`config.mk`:
```
export PLATFORM = sky130hd
export DESIGN_NAME = double_ended_queue_top
export DESIGN_NICKNAME = d
export VERILOG_FILES = /design/src/hdl/deq_pkg.sv /design/src/hdl/deq_cell.sv /design/src/hdl/double_ended_queue_top.sv
export SDC_FILE = /design/constraint.sdc
export NUM_CORES = 1
export LEC_CHECK = 0
export BUFFER_PORTS_ARGS = -buffer_cell sky130_fd_sc_hd__buf_4
export CAP_MARGIN = 20
export CORE_AREA = 3 3 293 295
export CTS_CLUSTER_DIAMETER = 120
export DETAILED_ROUTE_END_ITERATION = 7
export DIE_AREA = 0 0 296 298
export PLACE_DENSITY_LB_ADDON = 0.12
export SLEW_MARGIN = 10
export SYNTH_ARGS = -nofsm -noshare
export SYNTH_HDL_FRONTEND = slang
export SYNTH_HIERARCHICAL = 1
export SYNTH_SLANG_ARGS = --single-unit
```
`constraint.sdc`:
```
create_clock -name clk -period 3.62 [get_ports clk]
set_clock_uncertainty 0.1 [all_clocks]
set_input_delay 0.724 -clock clk [delete_from_list [all_inputs] [get_ports clk]]
set_output_delay 0.724 -clock clk [all_outputs]
set_load 0.05 [all_outputs]
```
`src/hdl/deq_pkg.sv`:
```
package deq_pkg;

    localparam int DEPTH       = 16;
    localparam int VALUE_WIDTH = 32;
    localparam int OUT_WIDTH   = 32;
    localparam int COUNT_W     = 5;
    localparam int CNT_W       = $clog2(DEPTH + 1);

    typedef enum logic [1:0] {
        CMD_PUSH_BACK  = 2'd0,
        CMD_PUSH_FRONT = 2'd1,
        CMD_POP_FRONT  = 2'd2,
        CMD_POP_BACK   = 2'd3
    } cmd_e;

    typedef enum logic [1:0] {
        ST_DONE  = 2'd0,
        ST_EMPTY = 2'd1,
        ST_FULL  = 2'd2
    } status_e;

    localparam logic signed [OUT_WIDTH-1:0] EMPTY_POP_VALUE = -32'sd1;

    typedef struct packed {
        cmd_e                         command;
        logic signed [OUT_WIDTH-1:0]  push_value;
    } cmd_t;

    typedef struct packed {
        logic signed [OUT_WIDTH-1:0]  pop_value;
        status_e                      status;
        logic [COUNT_W-1:0]           element_count;
    } rsp_t;

    typedef struct packed {
        logic                    en;
        cmd_e                    command;
        logic [VALUE_WIDTH-1:0]  push_value;
    } cell_ctrl_t;

    function automatic logic signed [OUT_WIDTH-1:0] widen(input logic [VALUE_WIDTH-1:0] v);
        logic signed [63:0] wide;
        wide = 64'(signed'(v));
        return wide[OUT_WIDTH-1:0];
    endfunction

endpackage

```
`src/hdl/deq_cell.sv`:
```
module deq_cell (
    input  logic                            clk,
    input  logic                            rst_n,
    input  deq_pkg::cell_ctrl_t             ctrl,
    input  logic [deq_pkg::VALUE_WIDTH-1:0] left_data,
    input  logic                            left_occ,
    input  logic [deq_pkg::VALUE_WIDTH-1:0] right_data,
    input  logic                            right_occ,
    output logic [deq_pkg::VALUE_WIDTH-1:0] data,
    output logic                            occ,
    output logic                            tail
);
    import deq_pkg::*;

    logic [VALUE_WIDTH-1:0] data_reg, data_next;
    logic                   occ_reg, occ_next;

    always_comb
    begin
        data_next = data_reg;
        occ_next  = occ_reg;
        if (ctrl.en)
        begin
            case (ctrl.command)
                CMD_PUSH_BACK:
                begin
                    if (!occ_reg && left_occ)
                    begin
                        data_next = ctrl.push_value;
                        occ_next  = 1'b1;
                    end
                end
                CMD_PUSH_FRONT:
                begin
                    data_next = left_data;
                    occ_next  = left_occ;
                end
                CMD_POP_FRONT:
                begin
                    data_next = right_data;
                    occ_next  = right_occ;
                end
                CMD_POP_BACK:
                begin
                    if (occ_reg && !right_occ)
                        occ_next = 1'b0;
                end
                default:
                begin
                    occ_next = occ_reg;
                end
            endcase
        end
    end

    always_ff @(posedge clk or negedge rst_n)
    begin
        if (!rst_n)
            occ_reg <= 1'b0;
        else
            occ_reg <= occ_next;
    end

    always_ff @(posedge clk)
    begin
        data_reg <= data_next;
    end

    assign data = data_reg;
    assign occ  = occ_reg;
    assign tail = occ_reg && !right_occ;

endmodule

```
`src/hdl/double_ended_queue_top.sv`:
```
// Bounded deque of 16 signed 32-bit values held in a row of shifting cells, front at cell 0.
// A command transfers when start is high (busy stays low, so one command every cycle);
// its result appears one cycle later with done high for exactly that cycle and must be
// taken then. Pops of an empty queue return -1 with status 1, pushes on a full queue
// return 0 with status 2; both leave the contents untouched.
module double_ended_queue_top (
    input  logic          clk,
    input  logic          rst_n,
    input  logic          start,
    output logic          busy,
    input  deq_pkg::cmd_t request,
    output logic          done,
    output deq_pkg::rsp_t result
);
    import deq_pkg::*;

    logic [DEPTH-1:0]       occ_vec;
    logic [DEPTH-1:0]       tail_vec;
    logic [VALUE_WIDTH-1:0] cell_data [DEPTH];
    logic [VALUE_WIDTH-1:0] tail_data;

    logic [CNT_W-1:0] count_reg, count_next;
    logic             done_reg, done_next;
    rsp_t             result_reg, result_next;
    cell_ctrl_t       ctrl;
    logic             accept, empty, full, is_push;

    assign busy    = 1'b0;
    assign accept  = start && !busy;
    assign empty   = (count_reg == '0);
    assign full    = (count_reg == CNT_W'(DEPTH));
    assign is_push = request.command inside {CMD_PUSH_BACK, CMD_PUSH_FRONT};

    always_comb
    begin
        tail_data = '0;
        for (int i = 0; i < DEPTH; i++)
            tail_data = tail_data | (cell_data[i] & {VALUE_WIDTH{tail_vec[i]}});
    end

    always_comb
    begin
        ctrl.command    = request.command;
        ctrl.push_value = request.push_value[VALUE_WIDTH-1:0];
        ctrl.en         = accept && (is_push ? !full : !empty);
    end

    always_comb
    begin
        count_next            = count_reg;
        done_next             = accept;
        result_next           = result_reg;
        if (accept)
        begin
            result_next.pop_value = '0;
            result_next.status    = ST_DONE;
            case (request.command)
                CMD_PUSH_BACK, CMD_PUSH_FRONT:
                begin
                    if (full)
                        result_next.status = ST_FULL;
                    else
                        count_next = count_reg + CNT_W'(1);
                end
                CMD_POP_FRONT, CMD_POP_BACK:
                begin
                    if (empty)
                    begin
                        result_next.status    = ST_EMPTY;
                        result_next.pop_value = EMPTY_POP_VALUE;
                    end
                    else
                    begin
                        count_next = count_reg - CNT_W'(1);
                        result_next.pop_value = (request.command == CMD_POP_FRONT)
                                              ? widen(cell_data[0]) : widen(tail_data);
                    end
                end
                default:
                begin
                    result_next.status = ST_DONE;
                end
            endcase
            result_next.element_count = COUNT_W'(count_next);
        end
    end

    always_ff @(posedge clk or negedge rst_n)
    begin
        if (!rst_n)
        begin
            count_reg <= '0;
            done_reg  <= 1'b0;
        end
        else
        begin
            count_reg <= count_next;
            done_reg  <= done_next;
        end
    end

    always_ff @(posedge clk)
    begin
        result_reg <= result_next;
    end

    assign done   = done_reg;
    assign result = result_reg;

    for (genvar i = 0; i < DEPTH; i++)
    begin : g_cell
        logic [VALUE_WIDTH-1:0] l_data, r_data;
        logic                   l_occ, r_occ;

        if (i == 0)
        begin : g_first
            assign l_data = ctrl.push_value;
            assign l_occ  = 1'b1;
        end
        else
        begin : g_mid_l
            assign l_data = cell_data[i-1];
            assign l_occ  = occ_vec[i-1];
        end

        if (i == DEPTH - 1)
        begin : g_last
            assign r_data = cell_data[i];
            assign r_occ  = 1'b0;
        end
        else
        begin : g_mid_r
            assign r_data = cell_data[i+1];
            assign r_occ  = occ_vec[i+1];
        end

        deq_cell u_cell (
            .clk        (clk),
            .rst_n      (rst_n),
            .ctrl       (ctrl),
            .left_data  (l_data),
            .left_occ   (l_occ),
            .right_data (r_data),
            .right_occ  (r_occ),
            .data       (cell_data[i]),
            .occ        (occ_vec[i]),
            .tail       (tail_vec[i])
        );
    end

    a_count_matches: assert property (@(posedge clk) disable iff (!rst_n)
        $countones(occ_vec) == int'(count_reg))
        else $error("occupied cells disagree with element count");

    a_occ_packed: assert property (@(posedge clk) disable iff (!rst_n)
        ((occ_vec + DEPTH'(1)) & occ_vec) == '0)
        else $error("occupied cells not packed toward the front");

    a_one_result: assert property (@(posedge clk) disable iff (!rst_n)
        (start && !busy) |=> done)
        else $error("transfer without result");

    a_no_spurious: assert property (@(posedge clk) disable iff (!rst_n)
        !(start && !busy) |=> !done)
        else $error("result without transfer");

    a_full_refusal: assert property (@(posedge clk) disable iff (!rst_n)
        (done && result.status == ST_FULL) |->
            (result.pop_value == '0 && result.element_count == COUNT_W'(DEPTH)))
        else $error("bad full refusal result");

endmodule

```
Word level (Yosys, flattened, before mapping)
Index checks and enable logic that the tools add are counted.
{"block": "word_totals", "output_inout_bits": 41, "mem_count": 0, "ram_bits": 0, "inputBits": 37, "ff_bits": 573, "word_cells": 263, "rom_bits": 0, "latch_bits": 0}
{"block": "op_classes", "n_lt_le_gt_ge": 0, "mux": 87, "eq_ne": 35, "n_div": 0, "add_sub_neg": 2, "n_reduce_logical": 71, "multipliers": 0, "n_bitwise": 31, "n_shift": 0}
{"operator": "one-hot mux 32 bit (3 select lines)", "n": 15}
{"operator": "two-way mux 32 bit", "n": 18}
{"operator": "bitwise AND 32 bit", "n": 16}
{"operator": "OR 32 bit", "n": 15}
{"operator": "AND reduction 3 bit", "n": 30}
{"operator": "one-hot mux 32 bit (2 select lines)", "n": 1}
{"operator": "!= test 2 x 1 -> 1 bit, second input constant", "n": 30}
{"operator": "one-hot mux 1 bit (4 select lines)", "n": 14}
{"operator": "two-way mux 1 bit", "n": 32}
{"operator": "zero test 1 bit", "n": 17}
{"operator": "logical AND 1 bit", "n": 16}
{"operator": "two-way mux 5 bit", "n": 2}
{"operator": "one-hot mux 5 bit (2 select lines)", "n": 1}
{"operator": "one-hot mux 1 bit (3 select lines)", "n": 2}
{"operator": "adder 5 x 1 -> 5 bit, second input constant", "n": 1}
{"operator": "== test 5 bit, second input constant", "n": 1}
{"operator": "zero test 5 bit", "n": 1}
{"operator": "subtractor 5 x 1 -> 5 bit, second input constant", "n": 1}
{"operator": "== test 2 bit, second input constant", "n": 2}
{"operator": "one-hot mux 2 bit (2 select lines)", "n": 1}
{"operator": "AND reduction 2 bit", "n": 2}
{"operator": "OR reduction 2 bit", "n": 2}
{"operator": "nonzero test 3 bit", "n": 1}
{"operator": "== test 2 x 1 -> 1 bit, second input constant", "n": 1}
{"operator": "other kinds (4)", "n": 4}

Logic depth before layout (Yosys ltp)
{"block": "depth", "ltp_word": 20, "ltp_mapped": 8, "mapped_depth_nobuf": 8}

Cells and area by module
The synthesis kept the hierarchy.
{"mod": "deq_cell at g_cell[15].u_cell ...", "seq_area_each_um2": 985.9, "area_per_inst_um2": 2006.9, "cells_each": 163, "instances": 10}
{"mod": "deq_cell at g_cell[0].u_cell ...", "seq_area_each_um2": 985.9, "area_per_inst_um2": 2078.2, "cells_each": 163, "instances": 5}
{"mod": "double_ended_queue_top", "seq_area_each_um2": 1321.3, "area_per_inst_um2": 4798.4, "cells_each": 478, "instances": 1}
{"mod": "deq_cell at g_cell[11].u_cell", "seq_area_each_um2": 985.9, "area_per_inst_um2": 2120.8, "cells_each": 163, "instances": 1}

Worst setup path after synthesis
Ideal clock, no wire load.
{"block": "synth_timing", "kind": "input port to flip-flop", "startpoint": "in request[33] in the netlist's numbering", "endpoint": "reg g_cell[15].u_cell.data_reg[0], enable pin", "setup_slack_ps": -422, "t_arrival_ps": 3510, "setup_ps": 432, "path_buffers": 1, "required_ps": 3088, "path_stages": 6, "path_cell_list": "clkbuf_1 -> xor2_1 -> nand2_1 -> and2_1 -> inv_1 -> a21oi_1"}
{"element": "from (decl)", "line": "double_ended_queue_top.sv:11", "source": "input deq_pkg::cmd_t request,"}
{"element": "to (signal assigned)", "line": "deq_cell.sv:66", "source": "data_reg <= data_next;"}
{"element": "to (decl)", "line": "deq_cell.sv:15", "source": "logic [VALUE_WIDTH-1:0] data_reg, data_next;"}

Worst setup path after layout
{"block": "layout_timing", "startpoint": "reg g_cell[10].u_cell.occ_reg", "endpoint": "reg result_reg, in the netlist result[27] (data pin)"}
{"block": "layout_between", "elab_cells_between_ends": 14, "classes_between": "mux: 2; bitwise: 9; reduce/logical: 3"}
{"element": "from (decl)", "line": "deq_cell.sv:16", "source": "logic occ_reg, occ_next;"}
{"element": "from (signal assigned)", "line": "deq_cell.sv:61", "source": "occ_reg <= occ_next;"}
{"element": "logical AND 1 bit", "line": "deq_cell.sv:71", "source": "assign tail = occ_reg && !right_occ;"}
{"element": "via tail_vec[10]", "line": "double_ended_queue_top.sv:18", "source": "logic [DEPTH-1:0] tail_vec;"}
{"element": "bitwise AND 32 bit", "line": "double_ended_queue_top.sv:38", "source": "tail_data = tail_data | (cell_data[i] & {VALUE_WIDTH{tail_vec[i]}});"}
{"element": "OR 32 bit (6 in a row)", "line": "double_ended_queue_top.sv:38"}
{"element": "two-way mux 32 bit", "line": "double_ended_queue_top.sv:76", "source": "? widen(cell_data[0]) : widen(tail_data);"}
{"element": "two-way mux 32 bit", "line": "double_ended_queue_top.sv:67", "source": "if (empty)"}
{"element": "to (signal assigned)", "line": "double_ended_queue_top.sv:104", "source": "result_reg <= result_next;"}
{"element": "to (decl)", "line": "double_ended_queue_top.sv:24", "source": "rsp_t result_reg, result_next;"}
The timed path passes the listed nets, and every way through them passes these cells.
A chain may end at the register's enable or synchronous reset.

==> impl_results.md <==
* Crit. path cell count at 6
* Worst R2R Path Depth at 6
* Max reg flops at 512
* Port Buf Inserts at 76
* Leakage power at 12.62 nW
* Crit. End Element: flop
* Largest net degree at the start of global routing at 65
* # IOs at 78
* Synth Area in Adders at 2.745%
* HP Class: primary input to async pin
* Register area share after synthesis at 45.74%
* Initial antenna violation count at 4
* DP Worst Slack at 453.4 ps
* Drt drc at 0
* Warnings, synthesis at 6
* Clock network fraction of design power at 30.5%
* WP data arrival at 3340 ps
* Placeable Area at 83420 um2
* Cell Rows at 106
* Sequential share of power at 41.6%
* Final Hold Fails at 0
* Count of state elements after synthesis at 573
* Die X at 296 um
* Power Density at 546.5 nW/um2
* First-pass GRT wire length at 205500 um
* CP max-delay cell: nor2b_4
* Simple-Gate Fraction of Synth Area at 7.264%
* Status: finished clean
* Startpoint types: flop
* Yosys cell types at 54
* Cells after DPL at 4058
* Wirelength per Cell at 34.44 um
* Internal power at 0.01422 W
* Mapped Area at 37380 um2
* Worst EP required at 3930 ps
* Most frequent cell after synthesis: edfxtp_1
* Vias post-DR at 28990
* Post-cts resize count at 0
* Worst setup startpoint: g_cell[10].u_cell/occ
* Synth Area in XOR/XNOR at 0.07029%
* Crit path to: result[27]
* Period utilization at 83.70%
* 1st-pass router iterations at 6
* Final cell area excluding filler cells at 40310 um2
* VDD IR max at 0.3623 mV
* Final ANT Viol Nets at 0
* Die Y at 298 um
* Post-Syn Instances at 3086
* RSZ-0062 raised after global routing: no
* All-Layer GR Usage at 31.98%
* Vias/cell at 6.926
* Slew margin rel. at 23.14%
* Final nets at 3172
* Synth area leaders: edfxtp_1 (44%), a22oi_2 (13%), a21oi_2 (9.5%)
* Die ar. at 88210 um2
* Crit path max-delay family: simple AND/OR/NAND/NOR gates
* Largest family of logic cells by synthesized area: compound AO/OA/AOI/OAI gates
* Largest area contributor in the netlist: edfxtp_1
* FFs w/ async S/R, synth at 3.839%
* Vias in the first global route at 28150
* Post-Route WL at 144200 um
* Switching pwr at 0.007804 W
* R2R Setup Slk at 590 ps
* Post-route minimum period at 3030 ps
* Layout cell share with drive strength beyond 1 at 37.91%
* Crit Path Max Fanout at 20
* Post-DP Area at 38210 um2
* Remaining global-route overflow at 0
* Mux cell area share after synthesis at 0.05690%
* Fmax at 0.3300 GHz
* Area added between synthesis and finish at 7.836%
* Pins over their slew limit at 0
* DR iter-0 viols at 3748
* Avg Cell Area, Syn at 12.11 um2
* CTS Root Cell: clkbuf_16
* Overall Power at 0.02203 W
* Worst Setup Slack, final at 590.1 ps
* Switching Fraction at 35.43%
* Post-route non-filler standard cell count at 4185
* Post-DP HPWL at 84930 um
* Comb pwr share at 27.9%
* CTS clk-pin slew, worst paths at 60 ps
* Most common library cells after synthesis: edfxtp_1 (551), nor2_1 (515), a21oi_2 (405), a22oi_2 (401), a21oi_1 (143)
* CTS Sinks at 573
* Setup Viol. Count Final at 0
* Least-Margin Pin Slew at 1150 ps
* Share of the synthesized area in the top cell type at 44.26%
* Final GP Congestion at 0.8939
* Post-synth EDFFs at 551
* Top_reg_cell synth: edfxtp_1
* Post-synthesis compound-gate area fraction at 35.25%
* Reg2reg start: g_cell[10].u_cell/occ
* Latest clock arrival within the worst-skew pair at 630 ps
* Initial Util at 44.81%
* Worst-path cell chain: nor2b_4, buf_4, a22o_1, a221oi_1, nand4_1, o221a_1
* CTS buffer count at 72
* CP max stage delay at 900 ps
* Final TNS setup at 0 ps
* Worst Setup Path Type: flop to flop
* Clock buffer depth at 3
* Htree depth at 3
* R2R Path End: result[27]
* CTS tree: built
* CP Buf/Inv Count at 1
* Max cap viols at 0
-- per-layer routing --
metal | global-route usage, % | part of all wire [%]
met3 | 7.439 | 11
met5 | 0 | 0.011
met2 | 49.68 | 45
met4 | 13.02 | 4.7
met1 | 43.04 | 39
-- power groups by stage --
stage	clock (W)	combinational [W]	sequential, W
final	0.00672	0.00614	0.00917
after global routing	0.00709	0.00639	0.00924
after CTS	0.00684	0.00597	0.00915
after detailed placement	0	0.00596	0.00927
after global placement	0	0.00585	0.00926
after floorplan	0	0.00388	0.00922
-- metrics by stage --
| step | utilization (%) | hold slack (ps) |
|---|---|---|
| floorplan | - | 328.4 |
| global placement | 45.80 | 522.7 |
| detailed placement | 45.80 | 514.7 |
| CTS | 48.31 | 445.3 |
| global route | 48.31 | 476.6 |
| finish | 48.32 | 454.3 |
-- final cells by class --
class                      count  area (um2)
sequential                   573       17100
clock inverter                24       177.7
tap                         1080        1351
multi-input combinational   2146       17570
fill                        7390       43110
antenna                        3       7.507
timing repair buffer         193        1952
inverter                      67       251.5
clock buffer                  99        1903
-- how the worst min path moves through the flow --
stage	start	endpoint	depth (start not counted)
after floorplan	rst_n	count_reg[0]	0
after detailed placement	count_reg[3]	count_reg[3]	1
final	rst_n	g_cell[1].u_cell/occ	2
after global routing	rst_n	count_reg[4]	2
after global placement	count_reg[3]	count_reg[3]	1
after CTS	rst_n	count_reg[4]	2
-- cells by family after synthesis --
| kind of cell | Yosys count |
|---|---|
| flip-flops | 573 |
| adder cells (fa/ha/maj) | 82 |
| other | 2 |
| AND/OR/NAND/NOR | 631 |
| buffers and inverters | 371 |
| multiplexers | 2 |
| XOR/XNOR | 3 |
| AO/OA/AOI/OAI | 1422 |
-- cells in the final DEF (no fill, tap or decap), types with 3 or more instances in the layout --
| master | n |
|---|---|
| edfxtp_1 | 551 |
| nor2_1 | 515 |
| a21oi_2 | 405 |
| a22oi_2 | 401 |
| buf_4 | 152 |
| a22o_1 | 128 |
| a221oi_1 | 128 |
| a21oi_1 | 127 |
| a22oi_1 | 111 |
| clkbuf_16 | 72 |
| inv_1 | 67 |
| buf_12 | 40 |
| a31oi_1 | 35 |
| ha_1 | 34 |
| nand4_1 | 32 |
| ha_2 | 32 |
| o221a_1 | 30 |
| clkbuf_1 | 27 |
| dfrtp_1 | 22 |
| or2b_1 | 20 |
| nand3b_1 | 18 |
| o21ai_0 | 17 |
| nor2b_4 | 16 |
| a21oi_4 | 16 |
| ha_4 | 16 |
| nand2b_1 | 14 |
| clkinv_1 | 12 |
| o21ai_1 | 10 |
| conb_1 | 6 |
| clkinv_2 | 6 |
| nand2_1 | 5 |
| o21ai_2 | 5 |
| diode_2 | 3 |
| inv_6 | 3 |
-- repair_timing --
| action | 4_1_cts | 5_1_grt |
|---|---|---|
| hold buffers | 1 | 0 |
| setup endpoints to repair | 0 | 0 |
| endpoints found under the hold margin | 22 | 0 |
| setup buffers | 0 | 0 |
Power figures use the tool's default switching activity.
